==> src/assert_macros.svh <==
// ----------------------------------------------------------------------------
// assert_macros.svh
// Clocked assertion helpers shared by the scanner RTL.
// ----------------------------------------------------------------------------
`ifndef ASSERT_MACROS_SVH
`define ASSERT_MACROS_SVH

// Property checked on every rising clk edge outside reset.
`define ASSERT_CLK(label, prop, msg) \
    label: assert property (@(posedge clk) disable iff (!rst_n) (prop)) else $error(msg);

// Same-cycle implication.
`define ASSERT_IMPL(label, ante, cons, msg) \
    `ASSERT_CLK(label, (ante) |-> (cons), msg)

// Next-cycle implication.
`define ASSERT_NEXT(label, ante, cons, msg) \
    `ASSERT_CLK(label, (ante) |=> (cons), msg)

`endif

==> src/sss_pkg.sv <==
// ----------------------------------------------------------------------------
// sss_pkg
// Types and constants of the shellcode signature stream scanner.
// ----------------------------------------------------------------------------
`timescale 1ns / 1ps

package sss_pkg;

    localparam int HIST_DEPTH = 5;
    localparam int NUM_FLAGS  = 6;

    typedef logic [NUM_FLAGS-1:0] flags_t;

    localparam int FLAG_NOP   = 0;
    localparam int FLAG_GETPC = 1;
    localparam int FLAG_X64   = 2;
    localparam int FLAG_API   = 3;
    localparam int FLAG_SYS   = 4;
    localparam int FLAG_ROP   = 5;

    // configuration register indexes
    localparam logic [2:0] CFG_NOP_SLED_MIN  = 3'd0;
    localparam logic [2:0] CFG_ROP_MIN_GAP   = 3'd1;
    localparam logic [2:0] CFG_ROP_MAX_GAP   = 3'd2;
    localparam logic [2:0] CFG_ROP_MIN_CHAIN = 3'd3;
    localparam logic [2:0] CFG_ROP_MIN_SIZE  = 3'd4;

    localparam logic [15:0] RST_NOP_SLED_MIN  = 16'd16;
    localparam logic [4:0]  RST_ROP_MIN_GAP   = 5'd2;
    localparam logic [4:0]  RST_ROP_MAX_GAP   = 5'd20;
    localparam logic [7:0]  RST_ROP_MIN_CHAIN = 8'd5;
    localparam logic [7:0]  RST_ROP_MIN_SIZE  = 8'd64;

    // opcode bytes
    localparam logic [7:0] OP_NOP     = 8'h90;
    localparam logic [7:0] OP_OPSIZE  = 8'h66;
    localparam logic [7:0] OP_ESC     = 8'h0F;
    localparam logic [7:0] OP_LONGNOP = 8'h1F;
    localparam logic [7:0] OP_RET     = 8'hC3;
    localparam logic [7:0] OP_CALL    = 8'hE8;
    localparam logic [7:0] OP_POP_RAX = 8'h58;
    localparam logic [7:0] OP_POP_RBX = 8'h5B;
    localparam logic [7:0] OP_POP_RCX = 8'h59;
    localparam logic [7:0] OP_JMP_S   = 8'hEB;
    localparam logic [7:0] OP_JMP_OFS = 8'h1A;
    localparam logic [7:0] OP_CLD     = 8'hFC;
    localparam logic [7:0] OP_REX_W   = 8'h48;
    localparam logic [7:0] OP_LEA     = 8'h8D;
    localparam logic [7:0] OP_RIP_RAX = 8'h05;
    localparam logic [7:0] OP_ROT_IB  = 8'hC1;
    localparam logic [7:0] OP_ROT_1   = 8'hD1;
    localparam logic [7:0] OP_ROR_EAX = 8'hC8;
    localparam logic [7:0] OP_ROL_EAX = 8'hC0;
    localparam logic [7:0] OP_SYSCALL = 8'h05;
    localparam logic [7:0] OP_SYSENT  = 8'h34;
    localparam logic [7:0] OP_INT     = 8'hCD;
    localparam logic [7:0] OP_INT_2E  = 8'h2E;

    typedef enum logic [2:0] {
        PH_IDLE,
        PH_AFTER66,
        PH_AFTER0F,
        PH_MODRM,
        PH_SKIP
    } nop_phase_t;

    // one byte leaving the input register
    typedef struct packed {
        logic fire;
        logic last;
    } step_t;

endpackage

==> src/sss_if.sv <==
// ----------------------------------------------------------------------------
// sss_if
// Valid/ready channels for scanned bytes and for per-buffer flag results.
// ----------------------------------------------------------------------------
`timescale 1ns / 1ps

interface sss_byte_if;
    logic       valid;
    logic       ready;
    logic [7:0] byte_value;
    logic       last_byte;
    logic       private_region;

    modport source (output valid, byte_value, last_byte, private_region, input ready);
    modport sink   (input valid, byte_value, last_byte, private_region, output ready);
endinterface

interface sss_flags_if;
    logic valid;
    logic ready;
    logic nop_sled_found;
    logic getpc_found;
    logic x64_found;
    logic api_hash_found;
    logic syscall_found;
    logic rop_chain_found;

    modport source (output valid, nop_sled_found, getpc_found, x64_found, api_hash_found,
                    syscall_found, rop_chain_found, input ready);
    modport sink   (input valid, nop_sled_found, getpc_found, x64_found, api_hash_found,
                    syscall_found, rop_chain_found, output ready);
endinterface

==> src/sss_nop_tracker.sv <==
// ----------------------------------------------------------------------------
// sss_nop_tracker
// Decodes 90, 66 90 and 0F 1F long NOPs, skips ModRM/SIB/disp bytes and
// keeps the saturating length of the current NOP run.
// ----------------------------------------------------------------------------
`timescale 1ns / 1ps
`include "assert_macros.svh"

module sss_nop_tracker
    import sss_pkg::*;
#(
    parameter int RUN_W = 16
)
(
    input  logic        clk,
    input  logic        rst_n,
    input  step_t       step,
    input  logic [7:0]  byte_value,
    input  logic [15:0] sled_min,
    output logic        sled_hit
);

    localparam int CMP_W = (RUN_W > 16) ? RUN_W : 16;

    nop_phase_t       phase_reg, phase_next;
    logic [2:0]       skip_reg, skip_next;
    logic [RUN_W-1:0] run_reg, run_next;

    logic [1:0]       modrm_mod;
    logic [2:0]       modrm_extra;
    logic [2:0]       skip_dec;
    logic             hit;
    logic             clr;
    logic [RUN_W-1:0] run_base;

    assign modrm_mod = byte_value[7:6];
    assign skip_dec  = (skip_reg != 3'd0) ? skip_reg - 3'd1 : 3'd0;

    always_comb
    begin
        modrm_extra = 3'd0;
        if (modrm_mod != 2'd3)
        begin
            if (byte_value[2:0] == 3'd4)
                modrm_extra = 3'd1;
            if (modrm_mod == 2'd1)
                modrm_extra = modrm_extra + 3'd1;
            else if (modrm_mod == 2'd2)
                modrm_extra = modrm_extra + 3'd4;
        end
    end

    // next phase
    always_comb
    begin
        phase_next = PH_IDLE;
        skip_next  = skip_reg;
        case (phase_reg)
            PH_MODRM:
            begin
                skip_next  = modrm_extra;
                phase_next = (modrm_extra != 3'd0) ? PH_SKIP : PH_IDLE;
            end
            PH_SKIP:
            begin
                skip_next  = skip_dec;
                phase_next = (skip_dec != 3'd0) ? PH_SKIP : PH_IDLE;
            end
            default:
            begin
                if (phase_reg == PH_AFTER66 && byte_value == OP_NOP)
                    phase_next = PH_IDLE;
                else if (phase_reg == PH_AFTER0F && byte_value == OP_LONGNOP)
                    phase_next = PH_MODRM;
                else if (byte_value == OP_OPSIZE)
                    phase_next = PH_AFTER66;
                else if (byte_value == OP_ESC)
                    phase_next = PH_AFTER0F;
                else
                    phase_next = PH_IDLE;
            end
        endcase
    end

    // run length
    always_comb
    begin
        hit = 1'b0;
        clr = 1'b0;
        case (phase_reg)
            PH_AFTER66:
            begin
                hit = (byte_value == OP_NOP);
                clr = !hit;
            end
            PH_AFTER0F:
            begin
                clr = (byte_value != OP_LONGNOP);
                hit = (byte_value == OP_LONGNOP) || (byte_value == OP_NOP);
            end
            PH_MODRM, PH_SKIP:
            begin
                hit = 1'b0;
                clr = 1'b0;
            end
            default:
            begin
                hit = (byte_value == OP_NOP);
                clr = !hit && (byte_value != OP_OPSIZE) && (byte_value != OP_ESC);
            end
        endcase
        run_base = clr ? '0 : run_reg;
        if (hit && run_base != '1)
            run_next = run_base + 1'b1;
        else
            run_next = run_base;
    end

    assign sled_hit = hit && (CMP_W'(run_next) >= CMP_W'(sled_min));

    always_ff @(posedge clk or negedge rst_n)
    begin
        if (!rst_n)
        begin
            phase_reg <= PH_IDLE;
            skip_reg  <= 3'd0;
            run_reg   <= '0;
        end
        else if (step.fire)
        begin
            if (step.last)
            begin
                phase_reg <= PH_IDLE;
                skip_reg  <= 3'd0;
                run_reg   <= '0;
            end
            else
            begin
                phase_reg <= phase_next;
                skip_reg  <= skip_next;
                run_reg   <= run_next;
            end
        end
    end

    `ASSERT_IMPL(a_skip_live, phase_reg == PH_SKIP, skip_reg != 3'd0,
                 "skip phase with nothing left to skip")
    `ASSERT_IMPL(a_skip_idle, phase_reg != PH_SKIP, skip_reg == 3'd0,
                 "skip count left over outside skip phase")
    `ASSERT_IMPL(a_skip_range, 1'b1, skip_reg <= 3'd5,
                 "skip count beyond SIB plus disp32")

endmodule

==> src/shellcode_signature_stream_scan.sv <==
// ----------------------------------------------------------------------------
// shellcode_signature_stream_scan
// Byte-stream shellcode scanner: six sticky flags per buffer.
// ----------------------------------------------------------------------------
// Takes one byte per clock on byte_ch, with no gaps needed between buffers.
// A transfer lands in an input register and is scored from there; the whole
// per-byte update (history compares, NOP decode, return chain counters) is
// combinational. The flag transfer for a buffer is offered on flag_ch from
// the result register, loaded when its last byte is scored, and the next
// buffer streams in meanwhile; only a last byte waits while the previous
// result is still unclaimed. Configuration writes belong between buffers.
// ----------------------------------------------------------------------------
`timescale 1ns / 1ps
`include "assert_macros.svh"

module shellcode_signature_stream_scan
    import sss_pkg::*;
#(
    parameter int RUN_COUNT_WIDTH = 16
)
(
    input  logic        clk,
    input  logic        rst_n,
    input  logic        cfg_we,
    input  logic [2:0]  cfg_index,
    input  logic [15:0] cfg_data,
    sss_byte_if.sink    byte_ch,
    sss_flags_if.source flag_ch
);

    // configuration
    logic [15:0] sled_min_reg;
    logic [4:0]  min_gap_reg;
    logic [4:0]  max_gap_reg;
    logic [7:0]  min_chain_reg;
    logic [7:0]  min_size_reg;

    // input register
    logic        in_vld_reg;
    logic [7:0]  in_byte_reg;
    logic        in_last_reg;
    logic        in_priv_reg;

    // per-buffer state
    logic [HIST_DEPTH-1:0][7:0] hist_reg;
    logic [2:0]  hist_cnt_reg;
    logic [4:0]  gap_reg, gap_next;
    logic        ret_seen_reg;
    logic [7:0]  chain_reg, chain_next;
    logic [7:0]  count_reg, count_next;
    flags_t      flags_reg, flags_next;

    // result register
    logic        out_vld_reg;
    flags_t      out_flags_reg;
    flags_t      result;

    logic        out_free;
    logic        proc_fire;
    step_t       step;
    logic        sled_hit;
    logic [7:0]  b;
    logic        is_ret;
    logic [5:0]  gap_dist;
    logic        in_window;
    logic        cp_hit;
    logic        jp_hit;
    logic        cld_hit;
    logic        lea_hit;
    logic        api_hit;
    logic        sys_hit;

    assign out_free  = !out_vld_reg || flag_ch.ready;
    assign proc_fire = in_vld_reg && (!in_last_reg || out_free);
    assign byte_ch.ready = !in_vld_reg || proc_fire;
    assign step.fire = proc_fire;
    assign step.last = in_last_reg;
    assign b = in_byte_reg;

    always_ff @(posedge clk or negedge rst_n)
    begin
        if (!rst_n)
        begin
            sled_min_reg  <= RST_NOP_SLED_MIN;
            min_gap_reg   <= RST_ROP_MIN_GAP;
            max_gap_reg   <= RST_ROP_MAX_GAP;
            min_chain_reg <= RST_ROP_MIN_CHAIN;
            min_size_reg  <= RST_ROP_MIN_SIZE;
        end
        else if (cfg_we)
        begin
            case (cfg_index)
                CFG_NOP_SLED_MIN:  sled_min_reg  <= cfg_data;
                CFG_ROP_MIN_GAP:   min_gap_reg   <= cfg_data[4:0];
                CFG_ROP_MAX_GAP:   max_gap_reg   <= cfg_data[4:0];
                CFG_ROP_MIN_CHAIN: min_chain_reg <= cfg_data[7:0];
                CFG_ROP_MIN_SIZE:  min_size_reg  <= cfg_data[7:0];
                default:           ;
            endcase
        end
    end

    always_ff @(posedge clk or negedge rst_n)
    begin
        if (!rst_n)
            in_vld_reg <= 1'b0;
        else if (byte_ch.ready)
            in_vld_reg <= byte_ch.valid;
    end

    always_ff @(posedge clk)
    begin
        if (byte_ch.valid && byte_ch.ready)
        begin
            in_byte_reg <= byte_ch.byte_value;
            in_last_reg <= byte_ch.last_byte;
            in_priv_reg <= byte_ch.private_region;
        end
    end

    sss_nop_tracker #(
        .RUN_W (RUN_COUNT_WIDTH)
    ) u_nop (
        .clk        (clk),
        .rst_n      (rst_n),
        .step       (step),
        .byte_value (b),
        .sled_min   (sled_min_reg),
        .sled_hit   (sled_hit)
    );

    // signature window: history plus the current byte
    always_comb
    begin
        cp_hit  = (hist_cnt_reg >= 3'd5) && (hist_reg[4] == OP_CALL) &&
                  (hist_reg[3] == 8'h00) && (hist_reg[2] == 8'h00) &&
                  (hist_reg[1] == 8'h00) && (hist_reg[0] == 8'h00) &&
                  (b == OP_POP_RAX || b == OP_POP_RBX || b == OP_POP_RCX);
        jp_hit  = (hist_cnt_reg >= 3'd2) && (hist_reg[1] == OP_JMP_S) &&
                  (hist_reg[0] == OP_JMP_OFS) && (b == OP_POP_RBX);
        cld_hit = (hist_cnt_reg >= 3'd1) && (hist_reg[0] == OP_CLD) && (b == OP_CALL);
        lea_hit = (hist_cnt_reg >= 3'd2) && (hist_reg[1] == OP_REX_W) &&
                  (hist_reg[0] == OP_LEA) && (b == OP_RIP_RAX);
        api_hit = (hist_cnt_reg >= 3'd1) &&
                  (hist_reg[0] == OP_ROT_IB || hist_reg[0] == OP_ROT_1) &&
                  (b == OP_ROR_EAX || b == OP_ROL_EAX);
        sys_hit = (hist_cnt_reg >= 3'd1) &&
                  ((hist_reg[0] == OP_ESC && (b == OP_SYSCALL || b == OP_SYSENT)) ||
                   (hist_reg[0] == OP_INT && b == OP_INT_2E));
    end

    // return chain
    assign is_ret    = (b == OP_RET);
    assign gap_dist  = {1'b0, gap_reg} + 6'd1;
    assign in_window = (gap_reg != 5'd31) && (gap_dist >= {1'b0, min_gap_reg}) &&
                       (gap_dist <= {1'b0, max_gap_reg});

    always_comb
    begin
        gap_next   = gap_reg;
        chain_next = chain_reg;
        if (!is_ret)
        begin
            if (ret_seen_reg && gap_reg != 5'd31)
                gap_next = gap_reg + 5'd1;
        end
        else
        begin
            gap_next = 5'd0;
            if (ret_seen_reg && in_window)
                chain_next = (chain_reg != 8'd255) ? chain_reg + 8'd1 : chain_reg;
            else
                chain_next = 8'd1;
        end
        count_next = (count_reg != 8'd255) ? count_reg + 8'd1 : count_reg;

        flags_next = flags_reg;
        if (sled_hit)
            flags_next[FLAG_NOP] = 1'b1;
        if (cp_hit || jp_hit || cld_hit || lea_hit)
            flags_next[FLAG_GETPC] = 1'b1;
        if (lea_hit)
            flags_next[FLAG_X64] = 1'b1;
        if (api_hit)
            flags_next[FLAG_API] = 1'b1;
        if (sys_hit)
            flags_next[FLAG_SYS] = 1'b1;
        if (is_ret && chain_next >= min_chain_reg)
            flags_next[FLAG_ROP] = 1'b1;

        result = flags_next;
        result[FLAG_NOP] = flags_next[FLAG_NOP] || (sled_min_reg == 16'd0);
        result[FLAG_ROP] = (flags_next[FLAG_ROP] || (min_chain_reg == 8'd0)) &&
                           in_priv_reg && (count_next >= min_size_reg);
    end

    always_ff @(posedge clk or negedge rst_n)
    begin
        if (!rst_n)
        begin
            hist_reg     <= '0;
            hist_cnt_reg <= 3'd0;
            gap_reg      <= 5'd0;
            ret_seen_reg <= 1'b0;
            chain_reg    <= 8'd0;
            count_reg    <= 8'd0;
            flags_reg    <= '0;
        end
        else if (proc_fire)
        begin
            if (in_last_reg)
            begin
                hist_reg     <= '0;
                hist_cnt_reg <= 3'd0;
                gap_reg      <= 5'd0;
                ret_seen_reg <= 1'b0;
                chain_reg    <= 8'd0;
                count_reg    <= 8'd0;
                flags_reg    <= '0;
            end
            else
            begin
                hist_reg     <= {hist_reg[HIST_DEPTH-2:0], b};
                hist_cnt_reg <= (hist_cnt_reg < 3'(HIST_DEPTH)) ? hist_cnt_reg + 3'd1
                                                                 : hist_cnt_reg;
                gap_reg      <= gap_next;
                ret_seen_reg <= ret_seen_reg || is_ret;
                chain_reg    <= chain_next;
                count_reg    <= count_next;
                flags_reg    <= flags_next;
            end
        end
    end

    always_ff @(posedge clk or negedge rst_n)
    begin
        if (!rst_n)
            out_vld_reg <= 1'b0;
        else if (proc_fire && in_last_reg)
            out_vld_reg <= 1'b1;
        else if (flag_ch.ready)
            out_vld_reg <= 1'b0;
    end

    always_ff @(posedge clk)
    begin
        if (proc_fire && in_last_reg)
            out_flags_reg <= result;
    end

    assign flag_ch.valid           = out_vld_reg;
    assign flag_ch.nop_sled_found  = out_flags_reg[FLAG_NOP];
    assign flag_ch.getpc_found     = out_flags_reg[FLAG_GETPC];
    assign flag_ch.x64_found       = out_flags_reg[FLAG_X64];
    assign flag_ch.api_hash_found  = out_flags_reg[FLAG_API];
    assign flag_ch.syscall_found   = out_flags_reg[FLAG_SYS];
    assign flag_ch.rop_chain_found = out_flags_reg[FLAG_ROP];

    `ASSERT_NEXT(a_last_makes_result, proc_fire && in_last_reg, out_vld_reg,
                 "last byte scored but no result offered")
    `ASSERT_NEXT(a_last_clears_state, proc_fire && in_last_reg,
                 count_reg == 8'd0 && flags_reg == '0 && !ret_seen_reg,
                 "buffer state not cleared after last byte")
    `ASSERT_IMPL(a_no_overwrite, out_vld_reg && !flag_ch.ready, !(proc_fire && in_last_reg),
                 "pending result overwritten")
    `ASSERT_IMPL(a_x64_implies_getpc, flags_reg[FLAG_X64], flags_reg[FLAG_GETPC],
                 "x64 flag without getpc flag")

endmodule
==> src/flat_wrapper.sv <==
// flat-port wrapper written by rule: the top's interface ports become plain ports
module shellcode_signature_stream_scan_flat import sss_pkg::*;
#(
    parameter int RUN_COUNT_WIDTH = 16
)
  (clk, rst_n, cfg_we, cfg_index, cfg_data, byte_ch_valid, byte_ch_byte_value, byte_ch_last_byte, byte_ch_private_region, byte_ch_ready, flag_ch_valid, flag_ch_nop_sled_found, flag_ch_getpc_found, flag_ch_x64_found, flag_ch_api_hash_found, flag_ch_syscall_found, flag_ch_rop_chain_found, flag_ch_ready);
  sss_byte_if byte_ch_i ();
  sss_flags_if flag_ch_i ();
  input  logic clk;
  input  logic rst_n;
  input  logic cfg_we;
  input  logic [2:0] cfg_index;
  input  logic [15:0] cfg_data;
  input wire logic [$bits(byte_ch_i.valid)-1:0] byte_ch_valid;
  input wire logic [$bits(byte_ch_i.byte_value)-1:0] byte_ch_byte_value;
  input wire logic [$bits(byte_ch_i.last_byte)-1:0] byte_ch_last_byte;
  input wire logic [$bits(byte_ch_i.private_region)-1:0] byte_ch_private_region;
  output wire logic [$bits(byte_ch_i.ready)-1:0] byte_ch_ready;
  output wire logic [$bits(flag_ch_i.valid)-1:0] flag_ch_valid;
  output wire logic [$bits(flag_ch_i.nop_sled_found)-1:0] flag_ch_nop_sled_found;
  output wire logic [$bits(flag_ch_i.getpc_found)-1:0] flag_ch_getpc_found;
  output wire logic [$bits(flag_ch_i.x64_found)-1:0] flag_ch_x64_found;
  output wire logic [$bits(flag_ch_i.api_hash_found)-1:0] flag_ch_api_hash_found;
  output wire logic [$bits(flag_ch_i.syscall_found)-1:0] flag_ch_syscall_found;
  output wire logic [$bits(flag_ch_i.rop_chain_found)-1:0] flag_ch_rop_chain_found;
  input wire logic [$bits(flag_ch_i.ready)-1:0] flag_ch_ready;
  assign byte_ch_i.valid = byte_ch_valid;
  assign byte_ch_i.byte_value = byte_ch_byte_value;
  assign byte_ch_i.last_byte = byte_ch_last_byte;
  assign byte_ch_i.private_region = byte_ch_private_region;
  assign byte_ch_ready = byte_ch_i.ready;
  assign flag_ch_valid = flag_ch_i.valid;
  assign flag_ch_nop_sled_found = flag_ch_i.nop_sled_found;
  assign flag_ch_getpc_found = flag_ch_i.getpc_found;
  assign flag_ch_x64_found = flag_ch_i.x64_found;
  assign flag_ch_api_hash_found = flag_ch_i.api_hash_found;
  assign flag_ch_syscall_found = flag_ch_i.syscall_found;
  assign flag_ch_rop_chain_found = flag_ch_i.rop_chain_found;
  assign flag_ch_i.ready = flag_ch_ready;
  shellcode_signature_stream_scan #(.RUN_COUNT_WIDTH(RUN_COUNT_WIDTH)) u_core (.clk(clk), .rst_n(rst_n), .cfg_we(cfg_we), .cfg_index(cfg_index), .cfg_data(cfg_data), .byte_ch(byte_ch_i), .flag_ch(flag_ch_i));
endmodule
==> config.mk <==
export PLATFORM = sky130hd
export DESIGN_NAME = shellcode_signature_stream_scan_flat
export DESIGN_NICKNAME = d
export VERILOG_FILES = /design/src/sss_pkg.sv /design/src/sss_if.sv /design/src/sss_nop_tracker.sv /design/src/shellcode_signature_stream_scan.sv /design/src/flat_wrapper.sv
export VERILOG_INCLUDE_DIRS = /design/src /design/src/src
export SDC_FILE = /design/constraint.sdc
export NUM_CORES = 1
export LEC_CHECK = 0
export ABC_AREA = 1
export ABC_CLOCK_PERIOD_IN_PS = 6700
export CORE_MARGIN = 2
export CORE_UTILIZATION = 45
export DETAILED_ROUTE_END_ITERATION = 7
export DONT_BUFFER_PORTS = 1
export GPL_TIMING_DRIVEN = 0
export PLACE_DENSITY = 0.67
export SYNTH_ARGS = -nofsm -noshare
export SYNTH_HDL_FRONTEND = slang
export SYNTH_SLANG_ARGS = --single-unit
==> constraint.sdc <==
create_clock -name clk -period 6.7 [get_ports clk]
set_clock_uncertainty 0.2 [all_clocks]
set_input_delay 1.34 -clock clk [delete_from_list [all_inputs] [get_ports clk]]
set_output_delay 1.34 -clock clk [all_outputs]
set_load 0.005 [all_outputs]
Word-level counts from Yosys, hierarchy flattened:

Index checks and enable logic that the tools add are counted.
Widths: inputs -> output; s select.

* register bits: 153
* bits of input ports: 34
* output and inout bits: 8

* add/sub/neg operators: 9
* $lt $le $gt $ge: 9
* equality and inequality tests: 43
* muxes and demuxes: 43
* reduce and logical (&&, ||, !) cells: 78

Operators by type and width (number)
* $eq 8x8->1 const B: 12
* $mux 16: 3
* $mux 8: 6
* $eq 8x7->1 const B: 5
* $logic_not 8->1: 5
* $mux 40: 1
* $logic_and 1x1->1: 35
* $mux 3: 11
* $add 16x1->16 const B: 1
* $add 8x1->8 const B: 2
* $eq 8x4->1 const B: 2
* $eq 8x5->1 const B: 2
* $eq 8x6->1 const B: 2
* $ge 16x16->1: 1
* $ge 8x8->1: 2
* $logic_not 16->1: 1
* $logic_or 1x1->1: 16
* $ne 16x16->1 const B: 1
* $ne 8x8->1 const B: 2
* $reduce_and 2->1: 8
* $mux 5: 3
* $reduce_bool 3->1: 5
* $eq 3x2->1 const B: 4
* $pmux 3 s2: 2
* other kinds (30): 50

Depth between registers and ports, before layout:

* depth after elaboration: 13
* gate-level depth with buffers: 29
* depth with buffers taken out: 27

Hierarchy:

A second synthesis with hierarchy kept.

* cell total of the unflattened synthesis: 1162
* area total of the unflattened synthesis: 9341.5 um2

Modules (own cells, without submodules)
* shellcode_signature_stream_scan: instances 1, cells each 744, area an instance 6715.2 um2, sequential area each 3367.0 um2
* sss_nop_tracker: instances 1, cells each 418, area an instance 2626.3 um2, sequential area each 550.5 um2

Least setup slack after synthesis:

No wires, ideal clock.

* kind: register to register
* start point: register u_core.in_byte_reg[2] (netlist: u_core.b[2])
* end point: register u_core.out_flags_reg[0] (data pin)
* setup time: 0.277 ns
* data arrival time: 3.513 ns
* required time: 6.223 ns
* setup slack: 2.709 ns
* stages on the path, launching flop included: 27
* period minus slack after synthesis: 3.991 ns
* cell sequence: edfxtp_1 inv_2 nand2_2 nor2_2 nand2_1 nand2_1 nand2_1 clkinv_1 nand2_1 nor2_1 ha_1 nand2_1 nand3b_2 nor2_4 nand3_4 nand2_4 buf_6 nand2_1 and2_1 ha_1 a21oi_1 o21a_1 o221ai_1 nand2_1 nand3_1 nand2_1 o311ai_0

* cells in the longest elaborated chain, start to end: 13

Ends and longest elaborated chain
* start: declaration: line shellcode_signature_stream_scan.sv:40 `logic [7:0] in_byte_reg;`
* start signal: assignment: line shellcode_signature_stream_scan.sv:115 `in_byte_reg <= byte_ch.byte_value;`
* parallel branches: the longest is 10 deep, another holds $add 16x1->16
* $logic_and 1x1->1 *: line sss_nop_tracker.sv:119 `assign sled_hit = hit && (CMP_W'(run_next) >= CMP_W'(sled_min));`
* $mux 1 *: line shellcode_signature_stream_scan.sv:178 `if (sled_hit)`
* $logic_or 1x1->1 *: line shellcode_signature_stream_scan.sv:192 `result[FLAG_NOP] = flags_next[FLAG_NOP] || (sled_min_reg == 16'd0);`
* net u_core.result[0]: line shellcode_signature_stream_scan.sv:56 `flags_t result;`
* end signal: assignment: line shellcode_signature_stream_scan.sv:248 `out_flags_reg <= result;`
* end: declaration: line shellcode_signature_stream_scan.sv:55 `flags_t out_flags_reg;`

Mark *: on every way through the listed nets, which the timed path passes.
A chain may end at the register's enable or synchronous reset.

Worst setup path after layout:

Same ends and word-level chain as after synthesis.

==> out/results.md <==
| Parameter | This run |
|---|---|
| Area grow syn2layout | 10.70% |
| Total power per unit cell area | 256.4 nW/um^2 |
| Clk sinks | 153 |
| Sequential cell area fraction in the yosys report | 44.73% |
| Data required time at the worst endpoint | 6640 ps |
| Worst Max-Slew Pin Slew | 860.4 ps |
| Net switching power | 0.7037 mW |
| Total of buffers placed on input and output ports | 0 |
| Top post-synthesis cells by area | sky130_fd_sc_hd__dfrtp_1 (37%), sky130_fd_sc_hd__nand2_1 (9.4%), sky130_fd_sc_hd__inv_1 (8.3%) |
| Clock-pin transition on the worst setup and hold timing paths | 60 ps |
| # rows | 51 |
| Setup crit end kind | flop |
| Count of cell types in the netlist | 48 |
| Total instance count after detailed placement | 1359 |
| Total setup buffers inserted after CTS | 0 |
| Number of nets at the end of the flow | 1198 |
| First-pass DRT Iterations | 5 |
| Initial DRC count | 572 |
| Most used flip-flop cell after synthesis | sky130_fd_sc_hd__dfrtp_1 |
| H-Tree Level Count | 4 |
| Last weighted congestion value of the routability-driven placer | 0.9252 |
| Highest net fanout along the worst path | 10 |
| Arrival time worst endpoint | 4860 ps |
| Final hold violations | 0 |
| Worst Min Path Start | u_core.min_size_reg[1] |
| Result of the run | finished clean |
| HPWL after detailed placement | 15170 um |
| Setup repair after global routing missed its margin | no |
| Final count of pins violating max slew | 0 |
| Pin count of the biggest net entering global routing | 138 |
| Via count of the first global-routing pass | 6919 |
| Number of vias per cell after detailed routing | 5.208 |
| Total clock buffers created by CTS | 17 |
| Placeable core region | 19270 sq um |
| Worst slew margin relative to its limit | 42.43% |
| Mean cell area of the mapped netlist | 8.005 sq um |
| Internal | 1.782 mW |
| Max-Cap Viols | 0 |
| Cell count after synthesis | 1094 |
| Library cell with the largest summed area after synthesis | sky130_fd_sc_hd__dfrtp_1 |
| Type of element launching the critical path | flop |
| Die Y | 143.5 um |
| Layout cell share with drive strength beyond 1 | 7.105% |
| Crit Path Class | reg2reg |
| Tmin final | 4922 ps |
| Wire length of the first global-routing pass | 34330 um |
| Number of buffers on the longest clock path | 2 |
| Total Neg Setup Slack | 0 ps |
| Count of flip-flops with a built-in enable after synthesis | 16 |
| RR Startpoint | u_core.b[2] |
| Aggregate global-route resource usage | 21.38% |
| Diode insertion count for antenna repair | 0 |
| Post-DR wirelength/cell | 14.92 um |
| Max reg flops | 40 |
| Net switching share of the total power | 28.31% |
| Leakage | 4.721 nW |
| Total DRC errors in the routed layout | 0 |
| YS warnings | 0 |
| Die ar. | 20590 sq um |
| Flops & latches, synth | 153 |
| Cell at the root of the clock tree | sky130_fd_sc_hd__clkbuf_16 |
| Upper clock frequency limit | 203.2 MHz |
| Number of endpoints failing setup at the final stage | 0 |
| Sequential power share | 44.2% |
| Highest ir drop seen on vdd | 0.0001965 V |
| Final worst path period share | 73.46% |
| Routed WL | 20750 um |
| Resize count post-CTS | 0 |
| Clock latency at the later pin of the worst-skew pair | 430 ps |
| Vias | 7245 |
| Antenna violations before repair | 0 |
| GRT overflow | 0 |
| Critical path startpoint | u_core.b[2] |
| Count of pins on the block boundary | 42 |
| Detail Route Antenna Nets | 0 |
| Worst r2r path cells | 26 |
| Clock tree from TritonCTS | built |
| Smallest hold slack | 289.5 ps |
| Share of the synthesized area in the top cell type | 37.15% |
| Hold Path Cell Cnt | 2 |
| Number of nets produced by synthesis | 1179 |
| Die X-Extent | 143.5 um |
| Clock group share of total power | 40.0% |
| Number of hold-repair buffers added at the cts stage | 0 |
| Number of standard cells in the final layout excluding fillers | 1391 |
| Number of filler cells placed in the layout | 1882 |
| Starting density of the core | 45.44% |
| Cell area after technology mapping | 8757 sq um |
| Share of power burned in combinational logic | 15.8% |
| Class of the most critical hold timing path | reg2reg |
| Async set or reset register ratio after synthesis | 89.54% |
## path summary, 6_finish.rpt
| path | to | slack (ps) |
|---|---|---|
| setup reg to reg | u_core.out_flags_reg[0] | 1780 |
| hold / removal | u_core.min_size_reg[1] | 290 |
| hold reg to reg | u_core.min_size_reg[1] | 290 |
| setup / recovery | u_core.out_flags_reg[0] | 1780 |
| max in group asynchronous | u_core.min_gap_reg[1] | 5580 |
| min in group asynchronous | u_core.min_gap_reg[0] | 400 |
## metrics by stage
stage / utilization (%) / instance area (sq um) / setup slack, ps / power [mW]
6_report: 50.31 / 9694 / 1778 / 2.486
2_1_floorplan: - / 8757 / 2709 / 1.394
3_3_place_gp: 47.16 / 9089 / 1886 / 1.493
5_1_grt: 50.31 / 9694 / 1355 / 2.617
4_1_cts: 50.31 / 9694 / 1836 / 2.499
3_5_place_dp: 47.16 / 9089 / 1880 / 1.506
## cell usage in the layout, fill, tap and decap left out, types with 3 or more instances in the layout
cell / netlist / routed
sky130_fd_sc_hd__xor2_1: 14 / 14
sky130_fd_sc_hd__and2_1: 12 / 12
sky130_fd_sc_hd__nor2_1: 79 / 79
sky130_fd_sc_hd__o2111ai_1: 3 / 3
sky130_fd_sc_hd__nand4_1: 35 / 35
sky130_fd_sc_hd__nor4_1: 10 / 10
sky130_fd_sc_hd__clkinv_2: 0 / 3
sky130_fd_sc_hd__nor3_1: 18 / 18
sky130_fd_sc_hd__bufinv_16: 0 / 3
sky130_fd_sc_hd__nor2_2: 4 / 4
sky130_fd_sc_hd__clkinvlp_4: 0 / 3
sky130_fd_sc_hd__nand2_2: 17 / 17
sky130_fd_sc_hd__dfrtp_1: 130 / 130
sky130_fd_sc_hd__dfstp_2: 7 / 7
sky130_fd_sc_hd__buf_6: 5 / 5
sky130_fd_sc_hd__clkbuf_16: 0 / 17
sky130_fd_sc_hd__inv_2: 4 / 4
sky130_fd_sc_hd__nand3_2: 5 / 5
sky130_fd_sc_hd__edfxtp_1: 16 / 16
sky130_fd_sc_hd__inv_1: 194 / 194
sky130_fd_sc_hd__nand3_1: 55 / 55
sky130_fd_sc_hd__a21oi_1: 39 / 39
sky130_fd_sc_hd__clkbuf_1: 19 / 21
sky130_fd_sc_hd__nand3b_1: 3 / 3
sky130_fd_sc_hd__o21a_1: 3 / 3
sky130_fd_sc_hd__o21ai_0: 78 / 78
sky130_fd_sc_hd__nand2_1: 220 / 220
sky130_fd_sc_hd__ha_1: 51 / 51
sky130_fd_sc_hd__o22ai_1: 45 / 45
## worst max-delay path: stages, from the launching register on
cell and delay [ps]:
sky130_fd_sc_hd__edfxtp_1 470, sky130_fd_sc_hd__inv_2 130, sky130_fd_sc_hd__nand2_2 70, sky130_fd_sc_hd__nor2_2 170
sky130_fd_sc_hd__nand2_1 110, sky130_fd_sc_hd__nand2_1 110, sky130_fd_sc_hd__nand2_1 60, sky130_fd_sc_hd__clkinv_1 80
sky130_fd_sc_hd__nand2_1 240, sky130_fd_sc_hd__nor2_1 400, sky130_fd_sc_hd__ha_1 350, sky130_fd_sc_hd__nand2_1 80
sky130_fd_sc_hd__nand3b_2 280, sky130_fd_sc_hd__nor2_4 180, sky130_fd_sc_hd__nand3_4 120, sky130_fd_sc_hd__nand2_4 100
sky130_fd_sc_hd__buf_6 150, sky130_fd_sc_hd__nand2_1 70, sky130_fd_sc_hd__and2_1 160, sky130_fd_sc_hd__ha_1 280
sky130_fd_sc_hd__a21oi_1 150, sky130_fd_sc_hd__o21a_1 140, sky130_fd_sc_hd__o221ai_1 120, sky130_fd_sc_hd__nand2_1 80
sky130_fd_sc_hd__nand3_1 60, sky130_fd_sc_hd__nand2_1 80, sky130_fd_sc_hd__o311ai_0 170
## power groups by stage
| stage | registers [mW] | clock network, mW | logic (mW) |
|---|---|---|---|
| 2_1_floorplan | 1.09 | 0 | 0.300 |
| 3_3_place_gp | 1.11 | 0 | 0.381 |
| 3_5_place_dp | 1.11 | 0 | 0.395 |
| 4_1_cts | 1.10 | 1.01 | 0.396 |
| 5_1_grt | 1.11 | 1.05 | 0.458 |
| 6_report | 1.10 | 0.993 | 0.393 |
## layout make-up
| cell class | instances | area (sq um) | share of cell area (%) |
|---|---|---|---|
| Clock inverter | 11 | 145.1 | 1.497 |
| Multi-Input combinational cell | 717 | 3960 | 40.85 |
| Inverter | 199 | 747.0 | 7.705 |
| Sequential cell | 153 | 3918 | 40.41 |
| Tap cell | 265 | 331.6 | 3.420 |
| Clock buffer | 21 | 460.4 | 4.750 |
| Buffer | 25 | 132.6 | 1.368 |
## synthesized netlist by cell type (all sizes together) (3+ instances only)
| cell | instances |
|---|---|
| inv | 198 |
| nor3 | 19 |
| nand3b | 4 |
| o21ai | 78 |
| nor2 | 84 |
| o2111ai | 3 |
| o21a | 3 |
| and2 | 12 |
| buf | 6 |
| nand3 | 61 |
| edfxtp | 16 |
| xor2 | 14 |
| nand2 | 239 |
| nor4 | 10 |
| o22ai | 45 |
| dfrtp | 130 |
| ha | 51 |
| a21oi | 40 |
| nand4 | 35 |
| dfstp | 7 |
| clkbuf | 19 |
## routing by layer
metal	vias up	share of wire, %	global-route usage, %
met4	0	2.3	7.688
met1	3391	48	29.90
met3	34	4.9	4.399
li1	3636	-	-
met5	-	0	0
met2	184	45	32.93
## logic make-up after synthesis
kind of cell / synth area share, %
simple gates: 24.29
buf+inv: 10.04
compound gates: 12.04
flops: 44.73
fa+ha+maj: 7.287
xor+xnor: 1.600
Note: power is estimated with default switching activity, not from simulation.
